`config.mk`:
```
export PLATFORM = sky130hd
export DESIGN_NAME = grid_quad_texture_mapper_top_flat
export DESIGN_NICKNAME = d
export VERILOG_FILES = /design/src/hw/rtl/gqtm_pkg.sv /design/src/hw/rtl/gqtm_if.sv /design/src/hw/rtl/gqtm_front.sv /design/src/hw/rtl/gqtm_queue.sv /design/src/hw/rtl/gqtm_back.sv /design/src/hw/rtl/grid_quad_texture_mapper_top.sv /design/src/flat_wrapper.sv
export SDC_FILE = /design/constraint.sdc
export NUM_CORES = 2
export LEC_CHECK = 0
export BUFFER_PORTS_ARGS = -buffer_cell sky130_fd_sc_hd__buf_2
export CAP_MARGIN = 20
export CORE_MARGIN = 10
export CORE_UTILIZATION = 45
export DETAILED_ROUTE_END_ITERATION = 10
export GPL_ROUTABILITY_DRIVEN = 0
export PLACE_DENSITY = 0.72
export SLEW_MARGIN = 10
export SYNTH_ARGS = -nofsm -noshare
export SYNTH_HDL_FRONTEND = slang
export SYNTH_SLANG_ARGS = --single-unit
```
`constraint.sdc`:
```
create_clock -name clk_i -period 22.6 [get_ports clk_i]
set_clock_uncertainty 0.2 [all_clocks]
set_input_delay 3.39 -clock clk_i [delete_from_list [all_inputs] [get_ports clk_i]]
set_output_delay 3.39 -clock clk_i [all_outputs]
set_load 0.02 [all_outputs]
```
`src/hw/rtl/gqtm_pkg.sv`:
```
// Package with the quad, pair and setup types of the grid quad texture mapper.
`default_nettype none
package gqtm_pkg;

  localparam int unsigned TILE_WIDTH_LOG2_DEF  = 3;
  localparam int unsigned TILE_HEIGHT_LOG2_DEF = 3;
  localparam int unsigned SHADE_FRAC_SHIFT     = 3;
  localparam int unsigned QUEUE_DEPTH          = 2;

  typedef struct packed {
    logic signed [15:0] tl_u;
    logic signed [15:0] tl_v;
    logic        [18:0] tl_shade;
    logic signed [15:0] tr_u;
    logic signed [15:0] tr_v;
    logic        [18:0] tr_shade;
    logic signed [15:0] bl_u;
    logic signed [15:0] bl_v;
    logic        [18:0] bl_shade;
    logic signed [15:0] br_u;
    logic signed [15:0] br_v;
    logic        [18:0] br_shade;
  } quad_t;

  typedef struct packed {
    logic [15:0] first_tex_index;
    logic [2:0]  first_shift;
    logic [15:0] second_tex_index;
    logic [2:0]  second_shift;
    logic        last;
  } pair_t;

  // Per-quad setup: start values and per-row increments.
  typedef struct packed {
    logic [31:0] left_uv;
    logic [31:0] left_uv_step;
    logic [31:0] top_du;
    logic [31:0] top_dv;
    logic [31:0] du_row_step;
    logic [31:0] dv_row_step;
    logic [31:0] left_shade;
    logic [31:0] left_shade_step;
    logic [31:0] shade_dx;
    logic [31:0] shade_dx_step;
  } setup_t;

  // Handshake between the front end and the setup queue.
  typedef struct packed {
    logic   valid;
    setup_t data;
  } setup_beat_t;

endpackage
`default_nettype wire

```
`src/hw/rtl/gqtm_if.sv`:
```
// Valid/ready channel interfaces for quads in and pixel pairs out.
`default_nettype none
interface gqtm_quad_if;
  logic            valid;
  logic            ready;
  gqtm_pkg::quad_t data;

  modport source (output valid, output data, input ready);
  modport sink   (input valid, input data, output ready);
endinterface

interface gqtm_pair_if;
  logic            valid;
  logic            ready;
  gqtm_pkg::pair_t data;

  modport source (output valid, output data, input ready);
  modport sink   (input valid, input data, output ready);
endinterface
`default_nettype wire

```
`src/hw/rtl/gqtm_front.sv`:
```
// Front end: turns a quad beat into its setup values.
`default_nettype none
module gqtm_front #(
  parameter int unsigned TILE_WIDTH_LOG2  = gqtm_pkg::TILE_WIDTH_LOG2_DEF,
  parameter int unsigned TILE_HEIGHT_LOG2 = gqtm_pkg::TILE_HEIGHT_LOG2_DEF
) (
  gqtm_quad_if.sink              quad_i,
  output gqtm_pkg::setup_beat_t  push_o,
  input  logic                   push_ready_i
);
  import gqtm_pkg::*;

  logic signed [31:0] tlu, tlv, tru, trv, blu, blv, bru, brv;
  logic signed [31:0] tls, trs, bls, brs;
  logic signed [31:0] du_l, dv_l, top_du, top_dv, du_diff, dv_diff;
  logic signed [31:0] ds_l, st, dd_diff, dd;
  logic [31:0]        du_ls, dv_ls;

  always_comb begin
    tlu = 32'(quad_i.data.tl_u);
    tlv = 32'(quad_i.data.tl_v);
    tru = 32'(quad_i.data.tr_u);
    trv = 32'(quad_i.data.tr_v);
    blu = 32'(quad_i.data.bl_u);
    blv = 32'(quad_i.data.bl_v);
    bru = 32'(quad_i.data.br_u);
    brv = 32'(quad_i.data.br_v);
    tls = $signed({13'd0, quad_i.data.tl_shade});
    trs = $signed({13'd0, quad_i.data.tr_shade});
    bls = $signed({13'd0, quad_i.data.bl_shade});
    brs = $signed({13'd0, quad_i.data.br_shade});

    du_l    = blu - tlu;
    dv_l    = blv - tlv;
    du_ls   = du_l >>> TILE_HEIGHT_LOG2;
    dv_ls   = dv_l >>> TILE_HEIGHT_LOG2;
    top_du  = tru - tlu;
    top_dv  = trv - tlv;
    du_diff = (bru - blu) - top_du;
    dv_diff = (brv - blv) - top_dv;
    ds_l    = bls - tls;
    st      = trs - tls;
    dd_diff = (brs - bls) - st;
    dd      = dd_diff >>> TILE_HEIGHT_LOG2;

    push_o.valid                = quad_i.valid;
    push_o.data.left_uv         = {tlu[15:0], tlv[15:0]};
    push_o.data.left_uv_step    = {du_ls[15:0], dv_ls[15:0]};
    push_o.data.top_du          = top_du;
    push_o.data.top_dv          = top_dv;
    push_o.data.du_row_step     = du_diff >>> TILE_HEIGHT_LOG2;
    push_o.data.dv_row_step     = dv_diff >>> TILE_HEIGHT_LOG2;
    push_o.data.left_shade      = tls;
    push_o.data.left_shade_step = ds_l >>> TILE_HEIGHT_LOG2;
    push_o.data.shade_dx        = st >>> TILE_WIDTH_LOG2;
    push_o.data.shade_dx_step   = dd >>> TILE_WIDTH_LOG2;
  end

  assign quad_i.ready = push_ready_i;

endmodule
`default_nettype wire

```
`src/hw/rtl/gqtm_queue.sv`:
```
// Short setup queue between front end and pixel stepper.
`default_nettype none
module gqtm_queue (
  input  logic                  clk_i,
  input  logic                  rst_ni,
  input  gqtm_pkg::setup_beat_t push_i,
  output logic                  push_ready_o,
  output gqtm_pkg::setup_beat_t pop_o,
  input  logic                  pop_ready_i
);
  import gqtm_pkg::*;

  localparam int unsigned Depth = QUEUE_DEPTH;
  localparam int unsigned PtrW  = (Depth > 1) ? $clog2(Depth) : 1;
  localparam int unsigned CntW  = $clog2(Depth + 1);

  setup_t            mem_q [Depth];
  logic [PtrW-1:0]   wr_ptr_q, wr_ptr_d, rd_ptr_q, rd_ptr_d;
  logic [CntW-1:0]   cnt_q, cnt_d;
  logic              push, pop;

  assign push_ready_o = (cnt_q != CntW'(Depth));
  assign pop_o.valid  = (cnt_q != '0);
  assign pop_o.data   = mem_q[rd_ptr_q];
  assign push         = push_i.valid && push_ready_o;
  assign pop          = pop_o.valid && pop_ready_i;

  always_comb begin
    wr_ptr_d = wr_ptr_q;
    rd_ptr_d = rd_ptr_q;
    cnt_d    = cnt_q;
    if (push) begin
      wr_ptr_d = (wr_ptr_q == PtrW'(Depth - 1)) ? '0 : wr_ptr_q + 1'b1;
    end
    if (pop) begin
      rd_ptr_d = (rd_ptr_q == PtrW'(Depth - 1)) ? '0 : rd_ptr_q + 1'b1;
    end
    if (push && !pop) begin
      cnt_d = cnt_q + 1'b1;
    end else if (pop && !push) begin
      cnt_d = cnt_q - 1'b1;
    end
  end

  always_ff @(posedge clk_i or negedge rst_ni) begin
    if (!rst_ni) begin
      wr_ptr_q <= '0;
      rd_ptr_q <= '0;
      cnt_q    <= '0;
    end else begin
      wr_ptr_q <= wr_ptr_d;
      rd_ptr_q <= rd_ptr_d;
      cnt_q    <= cnt_d;
    end
  end

  always_ff @(posedge clk_i) begin
    if (push) begin
      mem_q[wr_ptr_q] <= push_i.data;
    end
  end

endmodule
`default_nettype wire

```
`src/hw/rtl/gqtm_back.sv`:
```
// Back end: steps through the tile rows and emits one pixel pair per cycle when not stalled.
`default_nettype none
module gqtm_back #(
  parameter int unsigned TILE_WIDTH_LOG2  = gqtm_pkg::TILE_WIDTH_LOG2_DEF,
  parameter int unsigned TILE_HEIGHT_LOG2 = gqtm_pkg::TILE_HEIGHT_LOG2_DEF
) (
  input  logic                  clk_i,
  input  logic                  rst_ni,
  input  gqtm_pkg::setup_beat_t pop_i,
  output logic                  pop_ready_o,
  gqtm_pair_if.source           pair_o
);
  import gqtm_pkg::*;

  localparam int unsigned PairW = TILE_WIDTH_LOG2 - 1;
  localparam int unsigned RowW  = TILE_HEIGHT_LOG2;

  // Next-row values; the steps are held for the whole quad.
  setup_t           cur_q, cur_d;
  logic [31:0]      row_uv_q, duvdx_q, shade_pair_q, shade_step_q;
  logic [PairW-1:0] pair_cnt_q;
  logic [RowW-1:0]  row_cnt_q;
  logic             active_q, active_d;
  logic             out_valid_q, out_valid_d;
  pair_t            out_q;

  logic        adv, emit, load_new, step_row, step_pair;
  setup_t      src;
  logic [31:0] dudx, dvdx, sd32, s32, second_uv;
  logic [15:0] sd16, s16, sum16;
  logic [31:0] row_uv_n, duvdx_n, shade_pair_n, shade_step_n;
  pair_t       pair_n;

  always_comb begin
    adv       = !out_valid_q || pair_o.ready;
    emit      = 1'b0;
    load_new  = 1'b0;
    step_row  = 1'b0;
    step_pair = 1'b0;
    active_d  = active_q;
    if (active_q && adv) begin
      emit = 1'b1;
      if (!(&pair_cnt_q)) begin
        step_pair = 1'b1;
      end else if (!(&row_cnt_q)) begin
        step_row = 1'b1;
      end else if (pop_i.valid) begin
        load_new = 1'b1;
      end else begin
        active_d = 1'b0;
      end
    end else if (!active_q && pop_i.valid) begin
      load_new = 1'b1;
      active_d = 1'b1;
    end
    out_valid_d = adv ? emit : out_valid_q;
  end

  assign pop_ready_o = load_new;

  // Row start values from either a fresh quad or the held next-row state.
  always_comb begin
    src          = load_new ? pop_i.data : cur_q;
    dudx         = $signed(src.top_du) >>> TILE_WIDTH_LOG2;
    dvdx         = $signed(src.top_dv) >>> TILE_WIDTH_LOG2;
    sd32         = $signed(src.shade_dx) >>> SHADE_FRAC_SHIFT;
    s32          = $signed(src.left_shade) >>> SHADE_FRAC_SHIFT;
    sd16         = sd32[15:0];
    s16          = s32[15:0];
    sum16        = s16 + sd16;
    row_uv_n     = src.left_uv;
    duvdx_n      = {dudx[15:0], dvdx[15:0]};
    shade_pair_n = {sum16, s16};
    shade_step_n = {sd16[14:0], sd16, 1'b0};

    cur_d            = src;
    cur_d.left_uv    = src.left_uv + src.left_uv_step;
    cur_d.left_shade = src.left_shade + src.left_shade_step;
    cur_d.shade_dx   = src.shade_dx + src.shade_dx_step;
    cur_d.top_du     = src.top_du + src.du_row_step;
    cur_d.top_dv     = src.top_dv + src.dv_row_step;
  end

  always_comb begin
    second_uv               = row_uv_q + duvdx_q;
    pair_n.first_tex_index  = {row_uv_q[15:8], row_uv_q[31:24]};
    pair_n.first_shift      = shade_pair_q[15:13];
    pair_n.second_tex_index = {second_uv[15:8], second_uv[31:24]};
    pair_n.second_shift     = shade_pair_q[31:29];
    pair_n.last             = (&row_cnt_q) && (&pair_cnt_q);
  end

  always_ff @(posedge clk_i or negedge rst_ni) begin
    if (!rst_ni) begin
      active_q    <= 1'b0;
      out_valid_q <= 1'b0;
      pair_cnt_q  <= '0;
      row_cnt_q   <= '0;
    end else begin
      active_q    <= active_d;
      out_valid_q <= out_valid_d;
      if (load_new || step_row) begin
        pair_cnt_q <= '0;
        row_cnt_q  <= load_new ? '0 : row_cnt_q + 1'b1;
      end else if (step_pair) begin
        pair_cnt_q <= pair_cnt_q + 1'b1;
      end
    end
  end

  always_ff @(posedge clk_i) begin
    if (load_new || step_row) begin
      cur_q        <= cur_d;
      row_uv_q     <= row_uv_n;
      duvdx_q      <= duvdx_n;
      shade_pair_q <= shade_pair_n;
      shade_step_q <= shade_step_n;
    end else if (step_pair) begin
      row_uv_q     <= row_uv_q + {duvdx_q[30:0], 1'b0};
      shade_pair_q <= shade_pair_q + shade_step_q;
    end
    if (emit) begin
      out_q <= pair_n;
    end
  end

  assign pair_o.valid = out_valid_q;
  assign pair_o.data  = out_q;

endmodule
`default_nettype wire

```
`src/hw/rtl/grid_quad_texture_mapper_top.sv`:
```
// Top level of the grid quad texture mapper: front end, setup queue, pixel stepper.
// A taken quad beat goes through the setup queue and stepper registers to the output.
// Throughput: one pixel pair per cycle from the back-end row stepper when not stalled;
// a quad gives 2^(TILE_WIDTH_LOG2+TILE_HEIGHT_LOG2-1) pairs, 32 at the default tile.
// The two-entry setup queue takes the next quad while the current one is stepped.
// Reset (rst_ni low, asynchronous) empties the queue and the output register.
`default_nettype none
module grid_quad_texture_mapper_top #(
  parameter int unsigned TILE_WIDTH_LOG2  = gqtm_pkg::TILE_WIDTH_LOG2_DEF,
  parameter int unsigned TILE_HEIGHT_LOG2 = gqtm_pkg::TILE_HEIGHT_LOG2_DEF
) (
  input  logic        clk_i,
  input  logic        rst_ni,
  gqtm_quad_if.sink   quad_i,
  gqtm_pair_if.source pair_o
);
  import gqtm_pkg::*;

  setup_beat_t push, pop;
  logic        push_ready, pop_ready;

  gqtm_front #(
    .TILE_WIDTH_LOG2 (TILE_WIDTH_LOG2),
    .TILE_HEIGHT_LOG2(TILE_HEIGHT_LOG2)
  ) u_front (
    .quad_i      (quad_i),
    .push_o      (push),
    .push_ready_i(push_ready)
  );

  gqtm_queue u_queue (
    .clk_i       (clk_i),
    .rst_ni      (rst_ni),
    .push_i      (push),
    .push_ready_o(push_ready),
    .pop_o       (pop),
    .pop_ready_i (pop_ready)
  );

  gqtm_back #(
    .TILE_WIDTH_LOG2 (TILE_WIDTH_LOG2),
    .TILE_HEIGHT_LOG2(TILE_HEIGHT_LOG2)
  ) u_back (
    .clk_i      (clk_i),
    .rst_ni     (rst_ni),
    .pop_i      (pop),
    .pop_ready_o(pop_ready),
    .pair_o     (pair_o)
  );

endmodule
`default_nettype wire

```
`src/flat_wrapper.sv`:
```
// flat-port wrapper written by rule: the top's interface ports become plain ports
module grid_quad_texture_mapper_top_flat import gqtm_pkg::*;
#(
  parameter int unsigned TILE_WIDTH_LOG2  = gqtm_pkg::TILE_WIDTH_LOG2_DEF,
  parameter int unsigned TILE_HEIGHT_LOG2 = gqtm_pkg::TILE_HEIGHT_LOG2_DEF
)
  (clk_i, rst_ni, quad_i_valid, quad_i_data, quad_i_ready, pair_o_valid, pair_o_data, pair_o_ready);
  gqtm_quad_if quad_i_i ();
  gqtm_pair_if pair_o_i ();
  input  logic clk_i;
  input  logic rst_ni;
  input wire logic [$bits(quad_i_i.valid)-1:0] quad_i_valid;
  input wire logic [$bits(quad_i_i.data)-1:0] quad_i_data;
  output wire logic [$bits(quad_i_i.ready)-1:0] quad_i_ready;
  output wire logic [$bits(pair_o_i.valid)-1:0] pair_o_valid;
  output wire logic [$bits(pair_o_i.data)-1:0] pair_o_data;
  input wire logic [$bits(pair_o_i.ready)-1:0] pair_o_ready;
  assign quad_i_i.valid = quad_i_valid;
  assign quad_i_i.data = quad_i_data;
  assign quad_i_ready = quad_i_i.ready;
  assign pair_o_valid = pair_o_i.valid;
  assign pair_o_data = pair_o_i.data;
  assign pair_o_i.ready = pair_o_ready;
  grid_quad_texture_mapper_top #(.TILE_WIDTH_LOG2(TILE_WIDTH_LOG2), .TILE_HEIGHT_LOG2(TILE_HEIGHT_LOG2)) u_core (.clk_i(clk_i), .rst_ni(rst_ni), .quad_i(quad_i_i), .pair_o(pair_o_i));
endmodule
```
* Word-level counts from Yosys, hierarchy flattened *
Memory sizes are Yosys's and may differ from the RTL's.
Cells that the tools add are included.

operators by class
  equal/unequal tests = 4
  muxes and demuxes = 30
  reduce and logical (&&, ||, !) cells = 20
  add/subtract/negate cells = 27

operators by type and width
  kind                 number
  $mux 320             1
  $add 32x32->32       8
  $mux 32              4
  $sub 16x16->17       6
  $sub 19x19->20       3
  $sub 17x17->18       2
  $sub 20x20->21       1
  $mux 1               20
  $add 16x16->16       1
  $mux 2               4
  $reduce_bool 2->1    4
  $logic_and 1x1->1    7
  $add 2x1->2 const B  2
  $logic_not 1->1      4
  $ne 2x1->1 const B   2
  $ne 2x2->1 const B   2
  $reduce_and 4->1     1
  $add 3x1->3 const B  1
  $mux 3               1
  $reduce_and 3->1     1
  $add 1x1->1 const B  2
  $logic_or 1x1->1     2
  $reduce_and 2->1     1
  $sub 2x1->2 const B  1

word-level totals
  output and inout bits = 41
  RAM bits = 614
  register bits = 497
  memories kept = 1
  bits of input ports = 208
  word-level logic and storage cells = 108

memory list
  memory                depth  width  read ports  clocked after memory_dff  write ports  RTL line          RTL
  u_core.u_queue.mem_q  2      307    1           0                         1            gqtm_queue.sv:17  setup_t mem_q [Depth];

* Logic depth before layout (Yosys ltp) *
  word-level depth = 9
  depth in mapped cells = 26
  mapped depth without buffers = 21

* Cells and area by module *
Synthesis repeated with hierarchy kept, for this count alone.

second synthesis, totals
  cells, all modules = 4861
  area total of the unflattened synthesis = 58633.7 um2

modules (own cells, without submodules)
  module      cells each  area each (um2)  instances
  gqtm_queue  1014        24721.2          1
  gqtm_back   2573        24476.0          1
  gqtm_front  1274        9436.6           1

* Worst setup path after synthesis *
No wires, ideal clock.

  path kind = in2reg
  from = input quad_i_valid
  to = memory u_core.u_queue.mem_q[0][0] in the netlist's numbering (enable)
  required time = 21653 ps
  arrival time = 11447 ps
  library setup time = 747 ps
  setup slack = 10206 ps
  stages = 2
  cell sequence = nand2_1 > nor2_1

between the ends
  cells in the longest elaborated chain, start to end = 3

RTL lines
  what                          RTL line            RTL
  start, declared               flat_wrapper.sv:12  input wire logic [$bits(quad_i_i.valid)-1:0] quad_i_valid;
  $logic_and 1x1->1             gqtm_queue.sv:25    assign push = push_i.valid && push_ready_o;
  $mux 1                        gqtm_queue.sv:58    if (push) begin
  $mux 1 (not written as such)  gqtm_queue.sv:59    mem_q[wr_ptr_q] <= push_i.data;
  end, declared                 gqtm_queue.sv:17

Every way passes these cells.

==> results.py <==
metrics = {
    "status": {
        "status": "completed",
    },
    "worst_setup_path": {
        "max_stage_delay_ns": 0.64,
        "r2r_cells": 21,
        "r2r_slack_ns": 16.00,
        "worstReg2RegStart": "u_core.u_back.row_cnt_q[0]$_DFFE_PN0N_",
        "crit_buf_inv": 5,
        "worst-endpoint-arrival_ns": 8.87,
        "crit_cells": 20,
        "slowest_stage": "buf_4",
        "endpoint_kind": "flop",
        "reg2reg_to": "u_core.u_back.cur_q[316]$_DFFE_PN_",
        "path_cells": "buf_2 > nand2b_1 > a21bo_1 > o21a_2 > inv_8 > buf_4 > buf_12 > o21ai_0 > ha_1 > inv_1 > fa_1 > nor2b_1 > o31ai_1 > a21oi_1 > nor2_1 > o21ai_1 > o2111ai_1 > nand3_1 > a311oi_1 > xnor2_1",
        "cp-start-kind": "input port",
        "cp_max_fo": 163,
        "crit_required_ns": 22.79,
        "crit_family": "compound AO/OA/AOI/OAI gates",
        "worst-setup-path-type": "input port to flop",
    },
    "yosys": {
        "yosys.area.top_type_share_pct": 50.16,
        "yosysMostFrequentCell": "edfxtp_1",
        "synthCells": 3936,
        "ys_types": 84,
        "ys_ff_latch": 761,
        "synth_mux_area_share_pct": 4.637,
        "synth-xor-area-share_pct": 6.125,
        "synth_seq_area_share_pct": 50.77,
        "synth_ff_type": "edfxtp_1",
        "ys_warn_count": 0,
        "yosys.area_share.adder_pct": 12.60,
        "yosys.area_share.simple_pct": 9.619,
        "synth_top_family_by_area": "compound AO/OA/AOI/OAI gates",
        "syn_avg_cell_area_sq_um": 11.41,
        "yosysTopAreaCell": "edfxtp_1",
        "synth_fp_nets": 4571,
        "ys_top_cells_by_count": "750 x edfxtp_1, 385 x ha_1, 352 x nand2_1",
        "synth_compound_area_share_pct": 13.57,
        "netlist_area_sq_um": 44900,
        "synth_edf_count": 750,
        "yosys-top-cells-area": "edfxtp_1 50%, ha_1 11%, mux2i_1 4.4%, xnor2_1 3.9%, o21ai_0 3.2%",
        "async_flop_share_pct": 1.445,
    },
    "placed_design": {
        "place_hpwl_microns": 79410,
        "io_buffer_count": 248,
        "place_area_sq_um": 47570,
        "dp.cells": 5390,
    },
    "sta": {
        "hold_violations": 0,
        "min_period_ns": 8.683,
        "max_freq_mhz": 115.2,
        "max_slew_margin_pct": 31.18,
        "final_max_slew_viol_count": 0,
        "fin_tns_setup_ns": 0,
        "grt_setup_unrepaired": "false",
        "finalCritPeriodShare_pct": 38.42,
        "tightestPinTransition_ns": 1.032,
        "setup_viol": 0,
    },
    "min_path": {
        "hold_depth": 0,
        "hp-start": "u_core.u_back.row_uv_q[10]$_DFFE_PP_",
        "min_path_type": "flop to flop",
        "hold_end": "u_core.u_back.pair_o.data[33]$_DFFE_PP_",
    },
    "die": {
        "io_pins": 249,
        "die_x_microns": 335.9,
        "rows": 115,
        "initial_core_util_pct": 45.49,
        "core_area_sq_um": 98710,
        "die_h_microns": 335.9,
        "dieArea_sq_um": 112800,
    },
    "detailed_routing": {
        "vias": 30750,
        "drt_iter0_markers": 2146,
        "avgViaCountPerCell": 5.550,
        "drt.antenna.violating_nets": 0,
        "first_pass_iters": 5,
        "routedWlPerCell_microns": 19.31,
        "finalWirelength_microns": 107000,
        "drc": 0,
    },
    "final_layout": {
        "synthToLayoutAreaGrowth_pct": 11.69,
        "fin_area_sq_um": 50150,
        "final_layout_size_suffix_gt1_share_pct": 10.02,
        "fin_cells": 5540,
        "nets": 4823,
    },
    "grt": {
        "grt_pass1_vias": 30830,
        "grt_max_degree": 164,
        "overflow": 0,
        "grt_pass1_wl_microns": 168500,
        "gr-usage-all-layers_pct": 18.60,
        "antenna_found_initial": 6,
    },
    "clocking": {
        "cts_hold_buffers": 0,
        "clkSlewWorstSetupHoldPaths_ns": 0.06,
        "clock_sinks": 761,
        "cts_root_buf": "clkbuf_16",
        "clk-insertion-delay-late_ns": 0.65,
        "cts_resized": 0,
        "cts_htree_levels": 3,
        "tritoncts": "done",
        "cts_made_buffers": 83,
        "post-cts-setup-buffers": 0,
        "max-clock-path-buffers": 3,
    },
    "power_and_ir_drop": {
        "power.leakage_nw": 19.77,
        "powerDensity_nw_per_um2": 117.6,
        "irDropWorstVdd_v": 0.00007592,
    },
    "flow_run": {
        "maxCapViolCount": 0,
    },
}
## per-layer routing
| metal | wire length [microns] | GRT usage, % | part of all wire, % |
|---|---|---|---|
| met2 | 51530 | 31.30 | 48 |
| met3 | 5156 | 2.755 | 4.8 |
| met5 | 13 | 0 | 0.012 |
| met1 | 47750 | 24.89 | 45 |
| met4 | 2521 | 4.935 | 2.4 |
## cells by family after synthesis
logic type / after synthesis
AOI/OAI and AO/OA: 983
xor gates and xnor gates: 314
adders and majority gates: 427
buffers and inverters: 316
DFF: 761
muxes: 207
and+or+nand+nor: 928
## where the power goes
group | internal (mW) | switching [mW] | total [mW]
Clock | 0.745 | 0.558 | 1.30
Sequential | 2.15 | 0.146 | 2.29
Combinational | 0.906 | 1.40 | 2.30
## registers in the layout, summed over array words and instances, names as in the netlist
name	count
u_core.u_queue.mem_q	384
u_core.u_back.cur_q	216
u_core.u_back.pair_o.data	39
u_core.u_back.duvdx_q	32
u_core.u_back.row_uv_q	32
u_core.u_back.shade_pair_q	31
u_core.u_back.shade_step_q	16
u_core.u_back.row_cnt_q	3
u_core.u_back.pair_cnt_q	2
u_core.u_queue.cnt_q	2
u_core.u_back.active_q	1
u_core.u_back.pair_o.valid	1
u_core.u_queue.rd_ptr_q	1
u_core.u_queue.wr_ptr_q	1
## layout make-up
| cell class | count | area [sq um] |
|---|---|---|
| fill | 8586 | 48560 |
| sequential | 761 | 22800 |
| multi-input combinational | 2859 | 20930 |
| clock buffer | 107 | 2198 |
| tap | 1287 | 1610 |
| timing repair buffer | 265 | 1394 |
| inverter | 218 | 834.6 |
| clock inverter | 42 | 384.1 |
| antenna | 1 | 2.502 |
## worst max-delay path by stage
stage                 startpoint                                   end  slack, ns
floorplan           quad_i_valid  u_core.u_queue.mem_q[0][0]$_DFFE_PP_      10.21
global placement    pair_o_ready    u_core.u_back.cur_q[210]$_DFFE_PN_      13.42
detailed placement  pair_o_ready    u_core.u_back.cur_q[210]$_DFFE_PN_      13.34
CTS                 pair_o_ready    u_core.u_back.cur_q[210]$_DFFE_PN_      14.02
global route        pair_o_ready    u_core.u_back.cur_q[316]$_DFFE_PN_      13.50
finish              pair_o_ready    u_core.u_back.cur_q[316]$_DFFE_PN_      13.92
## cells in the final DEF, fill, tap and decap left out, types with 74 or more instances in the layout
cell       count
o21ai_0      283
mux2i_1      199
nand2_1      352
inv_1        214
edfxtp_1     750
a21o_1       106
clkbuf_16     84
ha_1         385
nor2_1       202
o21a_1        74
a21oi_1      228
buf_2        248
xnor2_1      199
xor2_1       115
## per-stage QoR
step	hold WS, ns	util [%]	power [mW]	setup slack (ns)
2_1_floorplan	0.2307	-	4.027	10.21
3_3_place_gp	0.2481	48.19	4.536	13.42
3_5_place_dp	0.2727	48.19	4.602	13.34
4_1_cts	0.2873	50.81	5.928	14.02
5_1_grt	0.3010	50.81	6.281	13.50
6_report	0.2901	50.81	5.898	13.92
Note: power is estimated with default switching activity, not from simulation.
